## config.mk

```make
export PLATFORM = sky130hd
export DESIGN_NAME = three_lane_lap_timer
export DESIGN_NICKNAME = d
export VERILOG_FILES = /design/src/hdl/tllt_pkg.sv /design/src/hdl/three_lane_lap_timer.sv
export SDC_FILE = /design/constraint.sdc
export NUM_CORES = 2
export LEC_CHECK = 0
export BUFFER_PORTS_ARGS = -buffer_cell sky130_fd_sc_hd__buf_2
export CORE_MARGIN = 4
export CORE_UTILIZATION = 40
export DETAILED_ROUTE_END_ITERATION = 10
export GPL_TIMING_DRIVEN = 0
export PLACE_DENSITY_LB_ADDON = 0.12
export REMOVE_ABC_BUFFERS = 1
export SYNTH_ARGS = -nofsm -noshare
export SYNTH_HDL_FRONTEND = slang
export SYNTH_SLANG_ARGS = --single-unit
```

## constraint.sdc

```tcl
create_clock -name clk -period 6.4 [get_ports clk]
set_input_delay 1.92 -clock clk [delete_from_list [all_inputs] [get_ports clk]]
set_output_delay 1.92 -clock clk [all_outputs]
set_load 0.03 [all_outputs]
```

## src/hdl/tllt_pkg.sv

```systemverilog
// Shared types, constants and per-item helper functions for the three-lane lap timer.
// Has no dependencies; it is used by the top level three_lane_lap_timer.
`default_nettype none

package tllt_pkg;

  // Lap store geometry and field widths.
  localparam int unsigned MAX_LAPS  = 5;
  localparam int unsigned LAP_W     = 3;
  localparam int unsigned NUM_LANES = 3;
  localparam int unsigned NUM_PINS  = 5;

  // Pin positions in the debounce bank.
  localparam int unsigned PIN_START    = 0;
  localparam int unsigned PIN_RESET    = 1;
  localparam int unsigned PIN_SENSOR_A = 2;

  // Reset values and thresholds.
  localparam logic [15:0] STUCK_LIMIT_RESET = 16'd50;
  localparam logic [7:0]  DEBOUNCE_RESET    = 8'hFF;
  localparam logic [7:0]  DEBOUNCE_FIRE     = 8'h03;
  localparam logic [6:0]  CENTIS_MAX        = 7'd99;
  localparam logic [5:0]  SECONDS_MAX       = 6'd59;

  // One time value: minutes, seconds, centiseconds.
  typedef struct packed {
    logic [7:0] minutes;
    logic [5:0] seconds;
    logic [6:0] centis;
  } stamp_t;

  // Debouncer and stuck counter of one pin.
  typedef struct packed {
    logic [7:0]  shift;
    logic [15:0] count;
  } pin_state_t;

  // Outcome of sampling one pin.
  typedef struct packed {
    pin_state_t state;
    logic       stuck;
    logic       fire;
  } pin_result_t;

  // Sample one active-low pin. A pressed sample tests the counter against the
  // limit (at_least selects >= instead of >) before incrementing it.
  function automatic pin_result_t pin_step(pin_state_t cur, logic level, logic at_least,
                                           logic [15:0] limit);
    pin_result_t res;
    res.stuck = 1'b0;
    if (!level) begin
      res.stuck       = at_least ? (cur.count >= limit) : (cur.count > limit);
      res.state.count = cur.count + 16'd1;
      res.state.shift = res.stuck ? cur.shift : {cur.shift[6:0], 1'b1};
    end else begin
      res.state.count = '0;
      res.state.shift = {cur.shift[6:0], 1'b0};
    end
    res.fire = (res.state.shift == DEBOUNCE_FIRE);
    return res;
  endfunction

  // Advance a time value by one centisecond; minutes wrap at 256.
  function automatic stamp_t stamp_tick(stamp_t t);
    stamp_t n;
    n = t;
    if (t.centis >= CENTIS_MAX) begin
      n.centis = '0;
      if (t.seconds >= SECONDS_MAX) begin
        n.seconds = '0;
        n.minutes = t.minutes + 8'd1;
      end else begin
        n.seconds = t.seconds + 6'd1;
      end
    end else begin
      n.centis = t.centis + 7'd1;
    end
    return n;
  endfunction

endpackage

`default_nettype wire

```

## src/hdl/three_lane_lap_timer.sv

```systemverilog
// Top level of the three-lane lap timer: pin debouncing, run control, lap store.
// Depends on tllt_pkg for types, constants and the pin and time helpers.
//
//   Channel   Handshake            Beat contents
//   --------  -------------------  ------------------------------------------------
//   input     in_valid / in_stall  time_tick, five pin levels, query_lane, query_lap
//   output    out_valid/out_stall  run flag, lap counts, masks, time, queried record
//   config    stuck_limit_we       stuck_limit_wdata (16 bit)
//
// One beat is taken per cycle while in_stall is low; its whole update runs between
// the state registers and the result register, so the result appears the cycle
// after acceptance. The result register holds a waiting result; in_stall is raised
// only while that result is held by out_stall, otherwise a new beat is taken in the
// same cycle. rst is synchronous: it clears time, laps and the record store, sets
// the debouncers to all ones and the stuck limit to 50.
`default_nettype none

module three_lane_lap_timer (
  input  wire logic        clk,
  input  wire logic        rst,
  input  wire logic        in_valid,
  output logic             in_stall,
  input  wire logic        time_tick,
  input  wire logic        start_stop_pin,
  input  wire logic        reset_pin,
  input  wire logic        sensor_a_pin,
  input  wire logic        sensor_b_pin,
  input  wire logic        sensor_c_pin,
  input  wire logic [1:0]  query_lane,
  input  wire logic [2:0]  query_lap,
  input  wire logic        stuck_limit_we,
  input  wire logic [15:0] stuck_limit_wdata,
  output logic             out_valid,
  input  wire logic        out_stall,
  output logic             running,
  output logic [2:0]       lap_count_a,
  output logic [2:0]       lap_count_b,
  output logic [2:0]       lap_count_c,
  output logic [2:0]       capture_mask,
  output logic [4:0]       stuck_mask,
  output logic [7:0]       now_minutes,
  output logic [5:0]       now_seconds,
  output logic [6:0]       now_centis,
  output logic [7:0]       rec_minutes,
  output logic [5:0]       rec_seconds,
  output logic [6:0]       rec_centis
);

  localparam int unsigned LapW  = tllt_pkg::LAP_W;
  localparam int unsigned Lanes = tllt_pkg::NUM_LANES;
  localparam int unsigned Laps  = tllt_pkg::MAX_LAPS;

  // State registers.
  logic [15:0]          stuck_limit;
  logic                 run_flag;
  tllt_pkg::stamp_t     now;
  tllt_pkg::pin_state_t pin_st   [tllt_pkg::NUM_PINS];
  logic [LapW-1:0]      lap_cnt  [Lanes];
  tllt_pkg::stamp_t     rec      [Lanes][1:Laps];

  // Next values.
  logic                 run_next;
  tllt_pkg::stamp_t     now_next;
  tllt_pkg::pin_state_t pin_next [tllt_pkg::NUM_PINS];
  logic [LapW-1:0]      lap_next [Lanes];
  tllt_pkg::stamp_t     rec_next [Lanes][1:Laps];
  logic [2:0]           cap_next;
  logic [4:0]           stuck_next;
  tllt_pkg::stamp_t     rec_rd_next;

  logic accept;

  assign in_stall = out_valid & out_stall;
  assign accept   = in_valid & ~in_stall;

  // Per-item update: buttons first, then lanes while running, then the tick.
  always_comb begin
    tllt_pkg::pin_result_t start_res;
    tllt_pkg::pin_result_t reset_res;
    tllt_pkg::pin_result_t sensor_res;
    logic [2:0]            sensor_pin;
    logic [2:0]            sensor_stuck;
    logic                  run_mid;
    logic                  clear_fire;
    tllt_pkg::stamp_t      now_base;
    logic [LapW-1:0]       lap_base;
    logic [LapW-1:0]       lap_new [Lanes];

    sensor_pin   = {sensor_c_pin, sensor_b_pin, sensor_a_pin};
    sensor_stuck = '0;

    // Start/stop button: stuck forces run on, a debounced press toggles it.
    start_res = tllt_pkg::pin_step(pin_st[tllt_pkg::PIN_START], start_stop_pin, 1'b0,
                                   stuck_limit);
    run_mid = run_flag;
    if (start_res.stuck) begin
      run_mid = 1'b1;
    end
    if (start_res.fire) begin
      run_mid = ~run_mid;
    end

    // Reset button: stuck forces run on, a debounced press clears time, laps and records.
    reset_res = tllt_pkg::pin_step(pin_st[tllt_pkg::PIN_RESET], reset_pin, 1'b0,
                                   stuck_limit);
    if (reset_res.stuck) begin
      run_mid = 1'b1;
    end
    clear_fire = reset_res.fire;

    pin_next[tllt_pkg::PIN_START] = start_res.state;
    pin_next[tllt_pkg::PIN_RESET] = reset_res.state;

    now_base = clear_fire ? '0 : now;

    // Lane sensors act only while running; lanes A and B use the >= test.
    for (int l = 0; l < Lanes; l++) begin
      sensor_res = tllt_pkg::pin_step(pin_st[tllt_pkg::PIN_SENSOR_A + l], sensor_pin[l],
                                      (l < 2), stuck_limit);
      pin_next[tllt_pkg::PIN_SENSOR_A + l] =
          run_mid ? sensor_res.state : pin_st[tllt_pkg::PIN_SENSOR_A + l];
      sensor_stuck[l] = run_mid & sensor_res.stuck;
      cap_next[l]     = run_mid & sensor_res.fire;

      lap_base    = clear_fire ? '0 : lap_cnt[l];
      lap_new[l]  = (lap_base < LapW'(Laps)) ? lap_base + LapW'(1) : LapW'(Laps);
      lap_next[l] = cap_next[l] ? lap_new[l] : lap_base;

      // A capture writes the current time into the lane's new lap slot.
      for (int s = 1; s <= Laps; s++) begin
        rec_next[l][s] = clear_fire ? '0 : rec[l][s];
        if (cap_next[l] && (lap_new[l] == LapW'(s))) begin
          rec_next[l][s] = now_base;
        end
      end
    end

    // A stuck sensor stops the watch.
    run_next   = run_mid & ~(|sensor_stuck);
    stuck_next = {sensor_stuck, reset_res.stuck, start_res.stuck};

    // Tick after pin handling.
    now_next = (time_tick && run_next) ? tllt_pkg::stamp_tick(now_base) : now_base;

    // Read back the queried slot as it stands after this item; slot 0 and out-of-range queries read zero.
    rec_rd_next = '0;
    if ((query_lane <= 2'(Lanes - 1)) && (query_lap != 3'd0) &&
        (query_lap <= 3'(Laps))) begin
      rec_rd_next = rec_next[query_lane][query_lap];
    end
  end

  // Configuration register.
  always_ff @(posedge clk) begin
    if (rst) begin
      stuck_limit <= tllt_pkg::STUCK_LIMIT_RESET;
    end else if (stuck_limit_we) begin
      stuck_limit <= stuck_limit_wdata;
    end
  end

  // State registers advance on each accepted beat.
  always_ff @(posedge clk) begin
    if (rst) begin
      run_flag <= 1'b0;
      now      <= '0;
      for (int p = 0; p < tllt_pkg::NUM_PINS; p++) begin
        pin_st[p].shift <= tllt_pkg::DEBOUNCE_RESET;
        pin_st[p].count <= '0;
      end
      for (int l = 0; l < Lanes; l++) begin
        lap_cnt[l] <= '0;
        for (int s = 1; s <= Laps; s++) begin
          rec[l][s] <= '0;
        end
      end
    end else if (accept) begin
      run_flag <= run_next;
      now      <= now_next;
      pin_st   <= pin_next;
      lap_cnt  <= lap_next;
      rec      <= rec_next;
    end
  end

  // Result valid flag: set on accept, cleared once the result is taken.
  always_ff @(posedge clk) begin
    if (rst) begin
      out_valid <= 1'b0;
    end else if (accept) begin
      out_valid <= 1'b1;
    end else if (!out_stall) begin
      out_valid <= 1'b0;
    end
  end

  // Result payload register.
  always_ff @(posedge clk) begin
    if (accept) begin
      running      <= run_next;
      lap_count_a  <= lap_next[0];
      lap_count_b  <= lap_next[1];
      lap_count_c  <= lap_next[2];
      capture_mask <= cap_next;
      stuck_mask   <= stuck_next;
      now_minutes  <= now_next.minutes;
      now_seconds  <= now_next.seconds;
      now_centis   <= now_next.centis;
      rec_minutes  <= rec_rd_next.minutes;
      rec_seconds  <= rec_rd_next.seconds;
      rec_centis   <= rec_rd_next.centis;
    end
  end

endmodule

`default_nettype wire

```

==> results.ini <==
[outcome]
outcome = finished, final reports clean

[setup_path]
cp.arrival_ns = 6.49
critical_path_required_ns = 6.71
worstSetupStartpointType = input port
cp_top_family = simple AND/OR/NAND/NOR gates
r2r_setup_slack_ns = 0.23
crit-reg2reg-launch = stuck_limit[1]$_SDFFE_PP1P_
cp_cell_sequence = buf_2 > nor4b_1 > mux2_4 > nand2_8 > buf_16 > and2_1 > ha_1 > nor2_1 > o211ai_1 > nor2_4 > mux2i_1 > o21ai_0 > nand4_1 > a311oi_1
worst_setup_path_end_kind = flip-flop
critPathMaxStageDelay_ns = 0.71
worstReg2RegEnd = rec_centis[0]$_SDFFCE_PN0P_
crit_buf_inv = 2
rr_worst_depth = 20
crit_slowest_cell = a311oi_1
cp_max_fo = 65
worstSetupPathType = input port to flip-flop

[logic_synthesis]
synthCells = 3474
synth-edff-count = 60
synth_flop_cell = dfxtp_1
synth_top_area_frac = 0.3362
yosysWarningCount = 0
async_reset_ff_frac = 0
ys_ff_latch = 543
synth_largest_area_cell = dfxtp_1
syn_area_per_cell_um2 = 8.279
yosys.cell_types.count = 84
syn_area_mm2 = 0.02876
seq_area_frac_synth = 0.3989
ys_top_cells_by_area = dfxtp_1 34%, a22oi_1 7.1%, mux2i_1 6.7%

[routing]
routed_wl_mm = 97.72
vias = 26310
vias_per_cell = 6.013
wl_per_cell_um = 22.33
firstDrtPassIters = 6
drtAntennaViolNets = 0
drc = 0
drt-initial-drc-count = 2831

[die]
dieArea_mm2 = 0.07625
rows = 98
io_pins = 94
die_h_um = 276.1
die_w_um = 276.1
initial_core_util = 0.4030
core_mm2 = 0.07136

[placement]
post-dp-hpwl_mm = 63.28
portBuffers = 93
gp_congestion = 0.8980
dpl-instance-area_mm2 = 0.03004

[clocking]
insertion_delay_ns = 0.61
htree_levels = 3
cts_tree = yes
clkTransAtPathRegs_ns = 0.06
cts.sinks = 543
root_buffer = clkbuf_16
cts_hold_buf = 0
clockBufferDepth = 3
numCtsBuffers = 66

[sta]
skew_ns = 0.02851
slew_headroom = 0.1009
setup_viol = 0
min_period_ns = 6.176
worst_pin_slew_ns = 1.338
drv_slew = 0
hold_violations = 0
min_period_over_period = 0.9651
fmax_mhz = 161.9

[hold_path]
hold_path.class = flip-flop to flip-flop
min_from = rec[251]$_SDFFE_PP0P_
hold_path_depth = 2
hold_end = rec[251]$_SDFFE_PP0P_

[global_route]
grt_use_total = 0.2434
overflow = 0
antenna_found_initial = 3
grt_max_degree = 150
grt_pass1_vias = 25020
grt_first_pass_wirelength_mm = 149.3

[final_layout]
design_area_mm2 = 0.03260
nFillCells = 6983
mostFrequentLayoutCells = 463 x dfxtp_1, 424 x nand2_1, 415 x nor2_1
nets = 3495
drive_gt1_frac = 0.1107
final_common_cell = dfxtp_1
area_growth_pct = 13.33

[power_and_ir_drop]
leakagePower_nw = 11.25
finalPower_mw = 7.783
power_density_mw_per_mm2 = 238.8
peakVddDrop_v = 0.0001841

[run]
cap_violations = 0

==> stage by stage <==
stage | std cells | TNS, ns | setup slack (ns) | hold slack, ns | utilization
2_1_floorplan | 3139 | -290.52 | -1.510 | 0.4228 | -
4_1_cts | 4363 | 0 | 0.02337 | 0.4498 | 0.4540
6_report | 4376 | 0 | 0.2236 | 0.4486 | 0.4567
5_1_grt | 4374 | -0.02457 | -0.02311 | 0.4670 | 0.4567
3_3_place_gp | 4182 | -2693.74 | -6.316 | 0.4347 | 0.4065
3_5_place_dp | 4234 | -106.21 | -1.380 | 0.4423 | 0.4209
==> where the power goes <==
group / internal, mW / switching [mW] / total, mW / leakage [nW]
Combinational: 0.122 / 0.348 / 0.470 / 5.67
Clock: 2.25 / 1.51 / 3.77 / 1.07
Sequential: 3.48 / 0.0623 / 3.54 / 4.51
==> Yosys cell counts, types with 4 or more instances <==
cell,instances
a21o_1,19
or3_1,10
inv_1,50
a211oi_2,4
xor2_1,54
a21oi_1,192
buf_2,57
a22oi_1,272
and4_1,4
mux2_2,8
o211ai_1,16
edfxtp_1,60
buf_1,15
o2111ai_1,16
a211oi_1,30
nand2_1,426
nor3_1,35
dfxtp_1,483
nand2b_1,29
xnor2_1,24
nor2_1,422
a41oi_1,15
ha_1,91
clkbuf_1,247
nand3b_1,6
o22ai_1,26
a311oi_1,20
buf_4,12
a32oi_1,27
nand4_1,67
o221ai_1,23
o311ai_0,15
and3_1,31
nand3_1,142
nor4_1,11
mux2i_1,193
o211a_1,25
and2_1,13
or2_2,4
o21ai_1,21
o21ai_0,183
nor2b_1,7
buf_6,4
==> what timing repair did <==
item | in CTS | in global routing
resized for setup | 20 | 13
setup buffers | 8 | 10
setup endpoints to repair | 117 | 79
cloned | 1 | 1
pin swaps | 6 | 5
==> sequential cells by signal (all words and copies together) (netlist names) <==
register,count
now_minutes,8
out_valid,1
lap_count_b,3
run_flag,1
rec_seconds,6
running,1
lap_cnt,9
rec,315
lap_count_c,3
rec_centis,7
stuck_limit,16
stuck_mask,5
capture_mask,3
pin_st,120
now,21
now_centis,7
now_seconds,6
lap_count_a,3
rec_minutes,8
==> tightest hold or removal path, stage by stage, from the launching register on <==
cell and delay, ns:
dfxtp_1 0.30, nand2_1 0.05, a21oi_1 0.05
==> final cells by class <==
type                    instances  area (um^2)  area share
multi-input cells            2545        16040      0.4921
flip-flops and latches        543        11500      0.3527
clock buffers                  96         1968     0.06038
repair buffers                163         1486     0.04560
well taps                     950         1189     0.03647
inverters                      53        207.7    0.006372
clock inverters                24        201.4    0.006180
diodes                          2        5.005   0.0001535
==> kinds of logic (layout without fill, tap and decap cells) <==
logic type,count (synthesis),in the layout,synth area share
AO/OA/AOI/OAI,940,940,0.2202
AND/OR/NAND/NOR,1231,1233,0.1902
other,0,2,0
adder cells (fa/ha/maj),91,91,0.03959
flip-flops,543,543,0.3989
XOR/XNOR,78,78,0.02375
multiplexers,203,203,0.07157
buffers and inverters,388,336,0.05582
==> routing by layer <==
layer / up-vias / GRT usage / share of wire / wire length (um)
li1: 12350 / - / - / -
met1: 12800 / 0.3342 / 0.45 / 43770
met2: 1020 / 0.3905 / 0.45 / 44160
met3: 140 / 0.03673 / 0.067 / 6511
met4: 2 / 0.08732 / 0.033 / 3263
met5: - / 0 / 0.00013 / 13
==> how the worst max path moves through the flow <==
stage / cells after the start / slack, ns / endpoint / start
6_report: 14 / 0.22 / rec_centis[0]$_SDFFCE_PN0P_ / reset_pin
4_1_cts: 20 / 0.02 / rec_minutes[6]$_SDFFCE_PN0P_ / stuck_limit[11]$_SDFFE_PP0P_
5_1_grt: 20 / -0.02 / rec_centis[0]$_SDFFCE_PN0P_ / stuck_limit[9]$_SDFFE_PP0P_
3_3_place_gp: 4 / -6.32 / pin_st[107]$_SDFFE_PP0P_ / rst
3_5_place_dp: 14 / -1.38 / rec_seconds[2]$_SDFFCE_PN0P_ / reset_pin
2_1_floorplan: 10 / -1.51 / rec[273]$_SDFFE_PP0P_ / reset_pin
Note: power is estimated with default switching activity, not from simulation.
